===== src/rtl/afab_pkg.sv =====
package afab_pkg;

   // Fixed constants of the feature and AGC arithmetic.
   localparam int NORM_TOP          = 304;
   localparam int NORM_MAX          = 400;
   localparam int VALLEY_PERIOD     = 50;
   localparam int VALLEY_GAP        = 16;
   localparam int MIN_RANGE         = 24;
   localparam int PEAK_DECAY_SHIFT  = 11;
   localparam int VALLEY_FALL_SHIFT = 3;
   localparam int LPF_SHIFT         = 2;
   localparam int FEAT_EMA_SHIFT    = 3;
   localparam int SLOW_AVG_SHIFT    = 9;
   localparam int MAX_LEVEL_SHIFT   = 8;

   // Reset values of the configuration registers.
   localparam logic [3:0]  RST_LEVEL_SHIFT = 4'd3;
   localparam logic [15:0] RST_HOLDOFF     = 16'd200;
   localparam logic [11:0] RST_MIN_BASS    = 12'd8;
   localparam logic [9:0]  RST_PEAK_FLOOR  = 10'd48;

   // Input operation codes.
   localparam logic OP_SAMPLE = 1'b0;
   localparam logic OP_CLEAR  = 1'b1;

   // Configuration register indexes.
   typedef enum logic [1:0] {
      REG_LEVEL_SHIFT = 2'd0,
      REG_HOLDOFF     = 2'd1,
      REG_MIN_BASS    = 2'd2,
      REG_PEAK_FLOOR  = 2'd3
   } reg_index_type;

   // Controller states.
   typedef enum logic [3:0] {
      ST_IDLE,
      ST_CLEAR,
      ST_FEAT1,
      ST_FEAT2,
      ST_AGC,
      ST_DIV,
      ST_STORE,
      ST_SLOW,
      ST_BEAT,
      ST_DONE
   } state_type;

   // Commands from the controller to the datapath.
   typedef struct packed {
      logic       load;
      logic       clear;
      logic       feat1;
      logic       feat2;
      logic       agc;
      logic       store;
      logic       slow;
      logic       beat;
      logic       out_load;
      logic [1:0] chan;
   } cmd_type;

   // Status from the datapath to the controller.
   typedef struct packed {
      logic div_done;
   } status_type;

endpackage


===== src/rtl/afab_div.sv =====
module afab_div #(
   parameter int DW = 24,
   parameter int FW = 15
) (
   input  logic          clock,
   input  logic          reset,
   input  logic          start,
   input  logic [DW-1:0] dividend,
   input  logic [FW-1:0] divisor,
   output logic [DW-1:0] quotient,
   output logic          done
);
   localparam int CW = $clog2(DW);

   logic [CW-1:0] cnt_ff, cnt_in;
   logic          busy_ff, busy_in;
   logic          done_ff, done_in;
   logic [FW-1:0] rem_ff, rem_in;
   logic [DW-1:0] quo_ff, quo_in;
   logic [FW-1:0] dvs_ff, dvs_in;
   logic [FW:0]   shifted;
   logic [FW:0]   diff;
   logic          ge;

   // One quotient bit per cycle, restoring form.
   always_comb begin
      shifted = {rem_ff, quo_ff[DW-1]};
      diff    = shifted - {1'b0, dvs_ff};
      ge      = (shifted >= {1'b0, dvs_ff});
      cnt_in  = cnt_ff;
      busy_in = busy_ff;
      done_in = 1'b0;
      rem_in  = rem_ff;
      quo_in  = quo_ff;
      dvs_in  = dvs_ff;
      if (start) begin
         cnt_in  = CW'(DW - 1);
         busy_in = 1'b1;
         rem_in  = '0;
         quo_in  = dividend;
         dvs_in  = divisor;
      end else if (busy_ff) begin
         rem_in = ge ? diff[FW-1:0] : shifted[FW-1:0];
         quo_in = {quo_ff[DW-2:0], ge};
         cnt_in = cnt_ff - 1'b1;
         if (cnt_ff == '0) begin
            busy_in = 1'b0;
            done_in = 1'b1;
         end
      end
   end

   always_ff @(posedge clock) begin
      if (reset) begin
         busy_ff <= 1'b0;
         done_ff <= 1'b0;
         cnt_ff  <= '0;
      end else begin
         busy_ff <= busy_in;
         done_ff <= done_in;
         cnt_ff  <= cnt_in;
      end
   end

   always_ff @(posedge clock) begin
      rem_ff <= rem_in;
      quo_ff <= quo_in;
      dvs_ff <= dvs_in;
   end

   assign quotient = quo_ff;
   assign done     = done_ff;

endmodule


===== src/rtl/afab_ctrl.sv =====
module afab_ctrl (
   input  logic                 clock,
   input  logic                 reset,
   input  logic                 req_valid,
   input  logic                 req_op,
   output logic                 req_stall,
   output logic                 rsp_valid,
   input  logic                 rsp_stall,
   output afab_pkg::cmd_type    cmd,
   input  afab_pkg::status_type status
);
   import afab_pkg::*;

   state_type  state_ff, state_in;
   logic [1:0] chan_ff, chan_in;
   logic       rsp_valid_ff, rsp_valid_in;
   logic       out_free;

   assign out_free = !rsp_valid_ff || !rsp_stall;

   // Next state.
   always_comb begin
      state_in = state_ff;
      unique case (state_ff)
         ST_IDLE: begin
            if (req_valid) begin
               state_in = (req_op == OP_CLEAR) ? ST_CLEAR : ST_FEAT1;
            end
         end
         ST_CLEAR: state_in = ST_DONE;
         ST_FEAT1: state_in = ST_FEAT2;
         ST_FEAT2: state_in = ST_AGC;
         ST_AGC:   state_in = ST_DIV;
         ST_DIV: begin
            if (status.div_done) begin
               state_in = ST_STORE;
            end
         end
         ST_STORE: state_in = (chan_ff == 2'd2) ? ST_SLOW : ST_AGC;
         ST_SLOW:  state_in = ST_BEAT;
         ST_BEAT:  state_in = ST_DONE;
         ST_DONE: begin
            if (out_free) begin
               state_in = ST_IDLE;
            end
         end
         default:  state_in = ST_IDLE;
      endcase
   end

   // Commands to the datapath.
   always_comb begin
      cmd          = '0;
      cmd.chan     = chan_ff;
      chan_in      = chan_ff;
      req_stall    = 1'b1;
      unique case (state_ff)
         ST_IDLE: begin
            req_stall = 1'b0;
            cmd.load  = req_valid;
            chan_in   = 2'd0;
         end
         ST_CLEAR: cmd.clear = 1'b1;
         ST_FEAT1: cmd.feat1 = 1'b1;
         ST_FEAT2: cmd.feat2 = 1'b1;
         ST_AGC:   cmd.agc   = 1'b1;
         ST_DIV:   cmd       = cmd;
         ST_STORE: begin
            cmd.store = 1'b1;
            chan_in   = chan_ff + 2'd1;
         end
         ST_SLOW:  cmd.slow     = 1'b1;
         ST_BEAT:  cmd.beat     = 1'b1;
         ST_DONE:  cmd.out_load = out_free;
         default:  req_stall    = 1'b1;
      endcase
   end

   // The result word stays until the receiver takes it.
   assign rsp_valid_in = cmd.out_load ? 1'b1 : (rsp_valid_ff && rsp_stall);

   always_ff @(posedge clock) begin
      if (reset) begin
         state_ff     <= ST_IDLE;
         chan_ff      <= 2'd0;
         rsp_valid_ff <= 1'b0;
      end else begin
         state_ff     <= state_in;
         chan_ff      <= chan_in;
         rsp_valid_ff <= rsp_valid_in;
      end
   end

   assign rsp_valid = rsp_valid_ff;

endmodule


===== src/rtl/afab_dp.sv =====
module afab_dp #(
   parameter int SAMPLE_BITS = 13
) (
   input  logic                   clock,
   input  logic                   reset,
   input  afab_pkg::cmd_type      cmd,
   output afab_pkg::status_type   status,
   input  logic signed [SAMPLE_BITS-1:0] req_sample,
   input  logic [31:0]            req_now_ms,
   input  logic [3:0]             cfg_level_shift,
   input  logic [15:0]            cfg_holdoff,
   input  logic [11:0]            cfg_min_bass,
   input  logic [9:0]             cfg_peak_floor,
   output logic [8:0]             rsp_norm_level,
   output logic [8:0]             rsp_norm_bass,
   output logic [8:0]             rsp_norm_treble,
   output logic                   rsp_beat_pulse,
   output logic [31:0]            rsp_beat_total
);
   import afab_pkg::*;

   localparam int W  = SAMPLE_BITS;
   localparam int FW = (W + 2 > 13) ? W + 2 : 13;
   localparam int DW = FW + 9;

   logic signed [W-1:0]  ac_ff;
   logic [31:0]          now_ff;
   logic signed [FW-1:0] level_ff, bf_ff, bass_ff, treble_ff, slow_ff;
   logic signed [FW-1:0] peak_ff [3];
   logic signed [FW-1:0] valley_ff [3];
   logic [5:0]           tick_ff [3];
   logic [8:0]           norm_ff [3];
   logic                 zero_ff;
   logic                 pulse_ff;
   logic [31:0]          last_ff, count_ff;
   logic [8:0]           o_level_ff, o_bass_ff, o_treble_ff;
   logic                 o_pulse_ff;
   logic [31:0]          o_total_ff;

   logic signed [FW-1:0] ac_x, abs_ac, abs_bf, hp, abs_hp, floor_x;
   logic [3:0]           sh;
   logic signed [FW-1:0] level_in, bf_in, bass_in, treble_in, slow_in;
   logic signed [FW-1:0] x, p, v, p_in, v_in, gap_v, rng, num;
   logic [5:0]           t, t_in;
   logic                 zero_in;
   logic [DW-1:0]        dividend;
   logic [FW-1:0]        divisor;
   logic [DW-1:0]        quotient;
   logic [8:0]           norm_sat;
   logic                 beat_fire;
   logic [31:0]          since;
   logic                 div_done;

   assign ac_x    = {{(FW-W){ac_ff[W-1]}}, ac_ff};
   assign floor_x = FW'(cfg_peak_floor);
   assign sh      = (cfg_level_shift > 4'(MAX_LEVEL_SHIFT)) ? 4'(MAX_LEVEL_SHIFT)
                                                            : cfg_level_shift;

   // Level EMA and bass low-pass, first feature cycle.
   always_comb begin
      abs_ac   = ac_x[FW-1] ? -ac_x : ac_x;
      level_in = level_ff + ((abs_ac - level_ff) >>> sh);
      bf_in    = bf_ff + ((ac_x - bf_ff) >>> LPF_SHIFT);
   end

   // Bass and treble EMAs, second feature cycle, and the slow bass average.
   always_comb begin
      abs_bf    = bf_ff[FW-1] ? -bf_ff : bf_ff;
      hp        = ac_x - bf_ff;
      abs_hp    = hp[FW-1] ? -hp : hp;
      bass_in   = bass_ff + ((abs_bf - bass_ff) >>> FEAT_EMA_SHIFT);
      treble_in = treble_ff + ((abs_hp - treble_ff) >>> FEAT_EMA_SHIFT);
      slow_in   = slow_ff + ((bass_ff - slow_ff) >>> SLOW_AVG_SHIFT);
   end

   // AGC update of the selected channel and the divider operands.
   always_comb begin
      unique case (cmd.chan)
         2'd0:    x = level_ff;
         2'd1:    x = bass_ff;
         default: x = treble_ff;
      endcase
      p = peak_ff[cmd.chan];
      v = valley_ff[cmd.chan];
      t = tick_ff[cmd.chan];

      // Peak jumps up at once and decays slowly toward the floor.
      if (x > p) begin
         p_in = x;
      end else if (p > floor_x) begin
         p_in = p - (((p - floor_x) >>> PEAK_DECAY_SHIFT) + FW'(1));
      end else begin
         p_in = p;
      end

      // Valley falls fast and creeps up once per period.
      t_in = t;
      v_in = v;
      if (x < v) begin
         v_in = v + ((x - v) >>> VALLEY_FALL_SHIFT);
         if (v_in[FW-1]) begin
            v_in = '0;
         end
      end else begin
         t_in = t + 6'd1;
         if (t_in >= 6'(VALLEY_PERIOD)) begin
            t_in = '0;
            if (v < x) begin
               v_in = v + FW'(1);
            end
         end
      end
      gap_v = p_in - FW'(VALLEY_GAP);
      if (v_in > gap_v) begin
         v_in = gap_v;
      end

      rng = p_in - v_in;
      if (rng < FW'(MIN_RANGE)) begin
         rng = FW'(MIN_RANGE);
      end
      num      = x - v_in;
      zero_in  = (num <= FW'(0));
      dividend = DW'(unsigned'(num)) * DW'(NORM_TOP);
      divisor  = unsigned'(rng);
   end

   afab_div #(
      .DW (DW),
      .FW (FW)
   ) u_div (
      .clock    (clock),
      .reset    (reset),
      .start    (cmd.agc),
      .dividend (dividend),
      .divisor  (divisor),
      .quotient (quotient),
      .done     (div_done)
   );

   assign status.div_done = div_done;
   assign norm_sat = zero_ff ? 9'd0
                   : (quotient > DW'(NORM_MAX)) ? 9'(NORM_MAX) : quotient[8:0];

   // Beat test against the updated slow average.
   always_comb begin
      since     = now_ff - last_ff;
      beat_fire = (bass_ff > slow_ff + (slow_ff >>> 1))
               && (bass_ff > FW'(cfg_min_bass))
               && (since > 32'(cfg_holdoff));
   end

   // Feature, AGC and beat state.
   always_ff @(posedge clock) begin
      if (reset || cmd.clear) begin
         level_ff  <= '0;
         bf_ff     <= '0;
         bass_ff   <= '0;
         treble_ff <= '0;
         slow_ff   <= '0;
         pulse_ff  <= 1'b0;
         for (int i = 0; i < 3; i++) begin
            peak_ff[i]   <= reset ? FW'(RST_PEAK_FLOOR) : floor_x;
            valley_ff[i] <= '0;
            tick_ff[i]   <= '0;
            norm_ff[i]   <= '0;
         end
      end else begin
         if (cmd.feat1) begin
            level_ff <= level_in;
            bf_ff    <= bf_in;
         end
         if (cmd.feat2) begin
            bass_ff   <= bass_in;
            treble_ff <= treble_in;
         end
         if (cmd.agc) begin
            peak_ff[cmd.chan]   <= p_in;
            valley_ff[cmd.chan] <= v_in;
            tick_ff[cmd.chan]   <= t_in;
         end
         if (cmd.store) begin
            norm_ff[cmd.chan] <= norm_sat;
         end
         if (cmd.slow) begin
            slow_ff <= slow_in;
         end
         if (cmd.beat) begin
            pulse_ff <= beat_fire;
         end
      end
   end

   // Beat count and time survive a clear.
   always_ff @(posedge clock) begin
      if (reset) begin
         last_ff  <= '0;
         count_ff <= '0;
      end else if (cmd.beat && beat_fire) begin
         last_ff  <= now_ff;
         count_ff <= count_ff + 32'd1;
      end
   end

   // Input word capture, zero flag and result word.
   always_ff @(posedge clock) begin
      if (cmd.load) begin
         ac_ff  <= req_sample;
         now_ff <= req_now_ms;
      end
      if (cmd.agc) begin
         zero_ff <= zero_in;
      end
      if (cmd.out_load) begin
         o_level_ff  <= norm_ff[0];
         o_bass_ff   <= norm_ff[1];
         o_treble_ff <= norm_ff[2];
         o_pulse_ff  <= pulse_ff;
         o_total_ff  <= count_ff;
      end
   end

   assign rsp_norm_level  = o_level_ff;
   assign rsp_norm_bass   = o_bass_ff;
   assign rsp_norm_treble = o_treble_ff;
   assign rsp_beat_pulse  = o_pulse_ff;
   assign rsp_beat_total  = o_total_ff;

endmodule


===== src/rtl/audio_feature_agc_beat.sv =====
// Audio feature extractor with three AGC-normalized outputs (level, bass,
// treble on 0..400) and a bass beat detector with holdoff and a running
// beat count. Each input word gives exactly one result word. A clear word
// (op = 1) resets filters and AGCs and keeps the beat count. A sample word
// passes its three AGC channels in turn through the single bit-serial
// divider that they share; the divider's dividend is DW = FW+9 bits wide,
// where FW = max(SAMPLE_BITS+2, 13). A finished result waits in an output
// register, and the next word is accepted as soon as the controller is
// idle again.
module audio_feature_agc_beat #(
   parameter int SAMPLE_BITS = 13
) (
   input  logic                          clock,
   input  logic                          reset,
   input  logic                          req_valid,
   output logic                          req_stall,
   input  logic                          req_op,
   input  logic signed [SAMPLE_BITS-1:0] req_sample,
   input  logic [31:0]                   req_now_ms,
   output logic                          rsp_valid,
   input  logic                          rsp_stall,
   output logic [8:0]                    rsp_norm_level,
   output logic [8:0]                    rsp_norm_bass,
   output logic [8:0]                    rsp_norm_treble,
   output logic                          rsp_beat_pulse,
   output logic [31:0]                   rsp_beat_total,
   input  logic                          psel,
   input  logic                          penable,
   input  logic                          pwrite,
   input  logic [3:0]                    paddr,
   input  logic [31:0]                   pwdata,
   output logic [31:0]                   prdata,
   output logic                          pready
);
   import afab_pkg::*;

   logic [3:0]    level_shift_ff;
   logic [15:0]   holdoff_ff;
   logic [11:0]   min_bass_ff;
   logic [9:0]    peak_floor_ff;
   logic          wr_en;
   reg_index_type reg_idx;
   cmd_type       cmd;
   status_type    status;

   assign pready  = 1'b1;
   assign wr_en   = psel && penable && pwrite;
   assign reg_idx = reg_index_type'(paddr[3:2]);

   // Configuration register writes.
   always_ff @(posedge clock) begin
      if (reset) begin
         level_shift_ff <= RST_LEVEL_SHIFT;
         holdoff_ff     <= RST_HOLDOFF;
         min_bass_ff    <= RST_MIN_BASS;
         peak_floor_ff  <= RST_PEAK_FLOOR;
      end else if (wr_en) begin
         unique case (reg_idx)
            REG_LEVEL_SHIFT: level_shift_ff <= pwdata[3:0];
            REG_HOLDOFF:     holdoff_ff     <= pwdata[15:0];
            REG_MIN_BASS:    min_bass_ff    <= pwdata[11:0];
            REG_PEAK_FLOOR:  peak_floor_ff  <= pwdata[9:0];
            default:         level_shift_ff <= level_shift_ff;
         endcase
      end
   end

   // Register read-back.
   always_comb begin
      unique case (reg_idx)
         REG_LEVEL_SHIFT: prdata = 32'(level_shift_ff);
         REG_HOLDOFF:     prdata = 32'(holdoff_ff);
         REG_MIN_BASS:    prdata = 32'(min_bass_ff);
         REG_PEAK_FLOOR:  prdata = 32'(peak_floor_ff);
         default:         prdata = '0;
      endcase
   end

   afab_ctrl u_ctrl (
      .clock     (clock),
      .reset     (reset),
      .req_valid (req_valid),
      .req_op    (req_op),
      .req_stall (req_stall),
      .rsp_valid (rsp_valid),
      .rsp_stall (rsp_stall),
      .cmd       (cmd),
      .status    (status)
   );

   afab_dp #(
      .SAMPLE_BITS (SAMPLE_BITS)
   ) u_dp (
      .clock           (clock),
      .reset           (reset),
      .cmd             (cmd),
      .status          (status),
      .req_sample      (req_sample),
      .req_now_ms      (req_now_ms),
      .cfg_level_shift (level_shift_ff),
      .cfg_holdoff     (holdoff_ff),
      .cfg_min_bass    (min_bass_ff),
      .cfg_peak_floor  (peak_floor_ff),
      .rsp_norm_level  (rsp_norm_level),
      .rsp_norm_bass   (rsp_norm_bass),
      .rsp_norm_treble (rsp_norm_treble),
      .rsp_beat_pulse  (rsp_beat_pulse),
      .rsp_beat_total  (rsp_beat_total)
   );

   // An accepted word keeps the input side busy on the next cycle.
   assert property (@(posedge clock) disable iff (reset)
      req_valid && !req_stall |=> req_stall)
      else $error("input accepted while a word was in progress");

   // Normalized outputs never leave their range.
   assert property (@(posedge clock) disable iff (reset)
      rsp_valid |-> (rsp_norm_level <= 9'd400) && (rsp_norm_bass <= 9'd400)
                    && (rsp_norm_treble <= 9'd400))
      else $error("normalized output above full scale");

   // A beat is only reported together with a changed beat count.
   assert property (@(posedge clock) disable iff (reset)
      cmd.out_load |=> rsp_beat_total == $past(rsp_beat_total) + 32'(rsp_beat_pulse)
                       || !$past(rsp_valid))
      else $error("beat count out of step with beat pulse");

endmodule


===== config.mk =====
export PLATFORM = sky130hd
export DESIGN_NAME = audio_feature_agc_beat
export DESIGN_NICKNAME = d
export VERILOG_FILES = /design/src/rtl/afab_pkg.sv /design/src/rtl/afab_div.sv /design/src/rtl/afab_ctrl.sv /design/src/rtl/afab_dp.sv /design/src/rtl/audio_feature_agc_beat.sv
export SDC_FILE = /design/constraint.sdc
export NUM_CORES = 2
export LEC_CHECK = 0
export BUFFER_PORTS_ARGS = -buffer_cell sky130_fd_sc_hd__buf_2
export CAP_MARGIN = 25
export CORE_MARGIN = 4
export CORE_UTILIZATION = 36
export CTS_CLUSTER_DIAMETER = 200
export DETAILED_ROUTE_END_ITERATION = 12
export GPL_ROUTABILITY_DRIVEN = 0
export PLACE_DENSITY_LB_ADDON = 0.25
export SYNTH_ARGS = -nofsm -noshare
export SYNTH_HDL_FRONTEND = slang
export SYNTH_HIERARCHICAL = 1
export SYNTH_SLANG_ARGS = --single-unit

===== constraint.sdc =====
create_clock -name clock -period 13.2 [get_ports clock]
set_input_delay 1.32 -clock clock [delete_from_list [all_inputs] [get_ports clock]]
set_output_delay 1.32 -clock clock [all_outputs]
set_load 0.005 [all_outputs]

==> flow_summary.yaml <==
run_status:
  status: "complete, no violations"
logic_synthesis:
  yosys.area_share.simple_pct: 16.6
  synth-edff-count: 316
  synth.mux.area_fraction_pct: 7.00
  synth-adder-area-share_pct: 13.3
  yosys.area_share.xor_xnor_pct: 6.23
  synth.avg_cell_area_um2: 9.15
  netlist_top_cells_count: "inv_1, nor2_1, ha_1, edfxtp_1, nand2_1"
  netlist.top_cell.by_area: "edfxtp_1"
  yosysMostFrequentCell: "inv_1"
  yosysWarnings: 6
  yosysTopAreaCellShare_pct: 23.9
  dominantRegCellSynth: "edfxtp_1"
  number_of_different_library_cells_in_the_post_synthesis_netlist: 120
  synthCells: 4336
  seq_area_frac_synth_pct: 34.5
  ys_async_sr_fraction_pct: 0
  post_synthesis_register_bit_count: 527
  synth-compound-area-share_pct: 16.1
  synth_top_family_by_area: "simple AND/OR/NAND/NOR gates"
  mappedNetlistArea_um2: 39700
  netlist_top_cells_area: "edfxtp_1, ha_1, dfxtp_1, xnor2_1, inv_1"
sta:
  final.setup_skew_ps: 31.5
  timing.final.crit_share_pct: 93.8
  tightest_slew_ps: 970
  final_period_minus_worst_setup_slack_ps: 12380
  worst_slew_margin_rel_pct: 35.4
  final_hold_viol_count: 0
  final_max_slew_viol_count: 0
  achievable-frequency_mhz: 80.8
  finalSetupViolCount: 0
worst_setup_path:
  regToRegStartpoint: "u_ctrl/chan_ff[0]"
  crit_buf_inv: 9
  cpLargestDelayFamily: "simple AND/OR/NAND/NOR gates"
  cpPeakStageDelay_ps: 580
  startpoint_type: "flop"
  rr_worst_depth: 59
  worst_reg2reg_endpoint: "u_dp/u_div/quotient[22]"
  worstSetupEndpointType: "flop"
  path_max_fanout: 6
  worstPathRequired_ps: 13590
  timing.setup.critical_path_class: "flop to flop"
  slack_of_the_worst_reg_to_reg_path_ps: 820
  crit_arrival_ps: 12770
  worst_path_max_delay_cell: "or4_4"
cells_and_area:
  sequential_cell_area_um2: 13700
  layout-drive-gt1-share_pct: 12.4
  flow.area_growth_from_synthesis_pct: 12.8
  multi_input_area_um2: 23800
  final_nets: 5012
  antenna_cells_inserted: 0
  n_fill_cell: 10861
  utilization_pct: 41.0
routing:
  remaining_drc_errors: 0
  post_drt_via_cell_ratio: 5.25
  detailroute.via_count: 31776
  drt.antenna.violating_nets: 0
  wirelength_um: 109000
  detail_route.iter0.violations: 2029
  first_pass_iteration_count_of_the_detailed_router: 5
  detail_route.wl_per_cell_um: 18.1
clock_tree:
  clockRootBuffer: "clkbuf_16"
  htree_levels: 2
  clkTransAtPathRegs_ps: 60
  tritoncts.num_buffers: 61
  tritoncts: "yes"
  cts.path.max_buffers: 3
  clock_sinks: 527
  clkLatencyLatePin_ps: 660
  cts.hold.buffers_added: 0
floorplanning:
  ios: 184
  rows: 121
  floorplan.die.height_um: 340
  die_width_um: 340
  design.core.area_um2: 109000
  die_area_um2: 116000
  start_util_pct: 36.4
placement:
  dp.final_hpwl_um: 83100
  buffer_ports.inserted: 148
global_route:
  grt_most_used_layer: "met2"
  grt_first_pass_wirelength_um: 173000
  first_global_vias: 30731
  antenna_violations_before_repair: 0
  grt.met1_usage_pct: 25.7
  globalRouteMet3Util_pct: 2.02
  maximum_number_of_pins_on_one_net_before_global_route_repair: 83
  grt.overflow.total: 0
  grtUsageMet2_pct: 30.4
  track_usage_pct: 18.4
worst_hold_path:
  min_path_type: "flop to flop"
  min_path_cells: 0
  worst_hold_path.endpoint: "u_dp/rsp_norm_treble[1]"
  hold_path_startpoint: "u_dp/norm_ff[2][1]"
job:
  maxCapViolations: 0
[per-stage QoR]
| step | instance area (um2) | setup TNS, ps | hold WS [ps] | cells | setup slack (ps) |
|---|---|---|---|---|---|
| after floorplan | 39900 | 0 | 400 | 4355 | 17.8 |
| after global placement | 42400 | 0 | 403 | 5911 | 390 |
| after detailed placement | 42500 | 0 | 407 | 5915 | 262 |
| after CTS | 44500 | 0 | 413 | 6029 | 198 |
| after global routing | 44800 | -244 | 427 | 6047 | -163 |
| final | 44800 | 0 | 414 | 6047 | 816 |
[flip-flops by register name (all words and copies together), names as in the netlist, 16 cells and up]
name                 flops
u_dp/norm_ff            27
u_dp/u_div/quotient     24
u_dp/last_ff            32
u_dp/count_ff           32
u_dp/rsp_beat_total     32
u_dp/now_ff             32
u_dp/valley_ff          60
u_dp/tick_ff            24
u_dp/peak_ff            60
holdoff_ff              16
[cell type report]
type                            count  area share, %
Clock buffer                       80           3.80
Clock inverter                     34          0.749
Inverter                          436           3.65
Multi-Input combinational cell   3228           53.2
Sequential cell                   527           30.6
Tap cell                         1476           4.12
Timing Repair Buffer              266           3.84
[layout by cell type, fill, tap and decap left out, types with 22 or more instances in the layout]
cell type  instances
buf_2            147
nor4_1            31
o21ai_0          154
o21a_1            54
fa_1              25
nand2b_1          92
o211ai_1          24
a31oi_1           22
nand4_1           41
nor3_1            77
xor2_1            50
a21oi_1          293
or3_1             39
and2_1            42
nand2_1          307
xnor2_1          223
dfxtp_1          209
o31ai_1           30
ha_1             377
mux2i_1          142
nor2_1           412
buf_4            108
nand3_1           65
a211oi_1          28
inv_1            431
mux2_2            39
clkbuf_16         63
a21o_1            67
and3_1            39
mux4_2            39
edfxtp_1         316
conb_1            22
nor2b_1           54
o21bai_1          71
[cell families after synthesis]
logic type / after synthesis
AO/OA/AOI/OAI: 963
XOR/XNOR: 279
adder cells (fa/ha/maj): 409
buffers and inverters: 600
flip-flops: 527
multiplexers: 222
other: 3
AND/OR/NAND/NOR: 1333
[what timing repair did]
item | in CTS | in global routing
setup buffers | 0 | 16
endpoints found under the hold margin | 0 | 0
resized for setup | 0 | 26
setup endpoints to repair | 0 | 7
[how the worst max path moves through the flow]
| stage | to | startpoint | depth (start not counted) |
|---|---|---|---|
| global route | u_dp/u_div/quotient[22] | u_ctrl/chan_ff[0] | 59 |
| detailed placement | u_dp/u_div/quotient[21] | u_ctrl/chan_ff[0] | 56 |
| global placement | u_dp/u_div/quotient[21] | u_ctrl/chan_ff[0] | 58 |
| floorplan | u_dp/u_div/quotient[21] | u_ctrl/chan_ff[0] | 68 |
| CTS | u_dp/u_div/quotient[21] | u_ctrl/chan_ff[0] | 57 |
| finish | u_dp/u_div/quotient[22] | u_ctrl/chan_ff[0] | 59 |
[per-layer routing]
layer / vias up / part of all wire (%)
met3: 139 / 4.0
met5: - / 0
li1: 15826 / -
met2: 576 / 46
met4: 0 / 2.5
met1: 15235 / 47
Power is left out: the tool's default activity adds up to more than one toggle a clock period on the data nets, which glitch-free logic cannot reach.
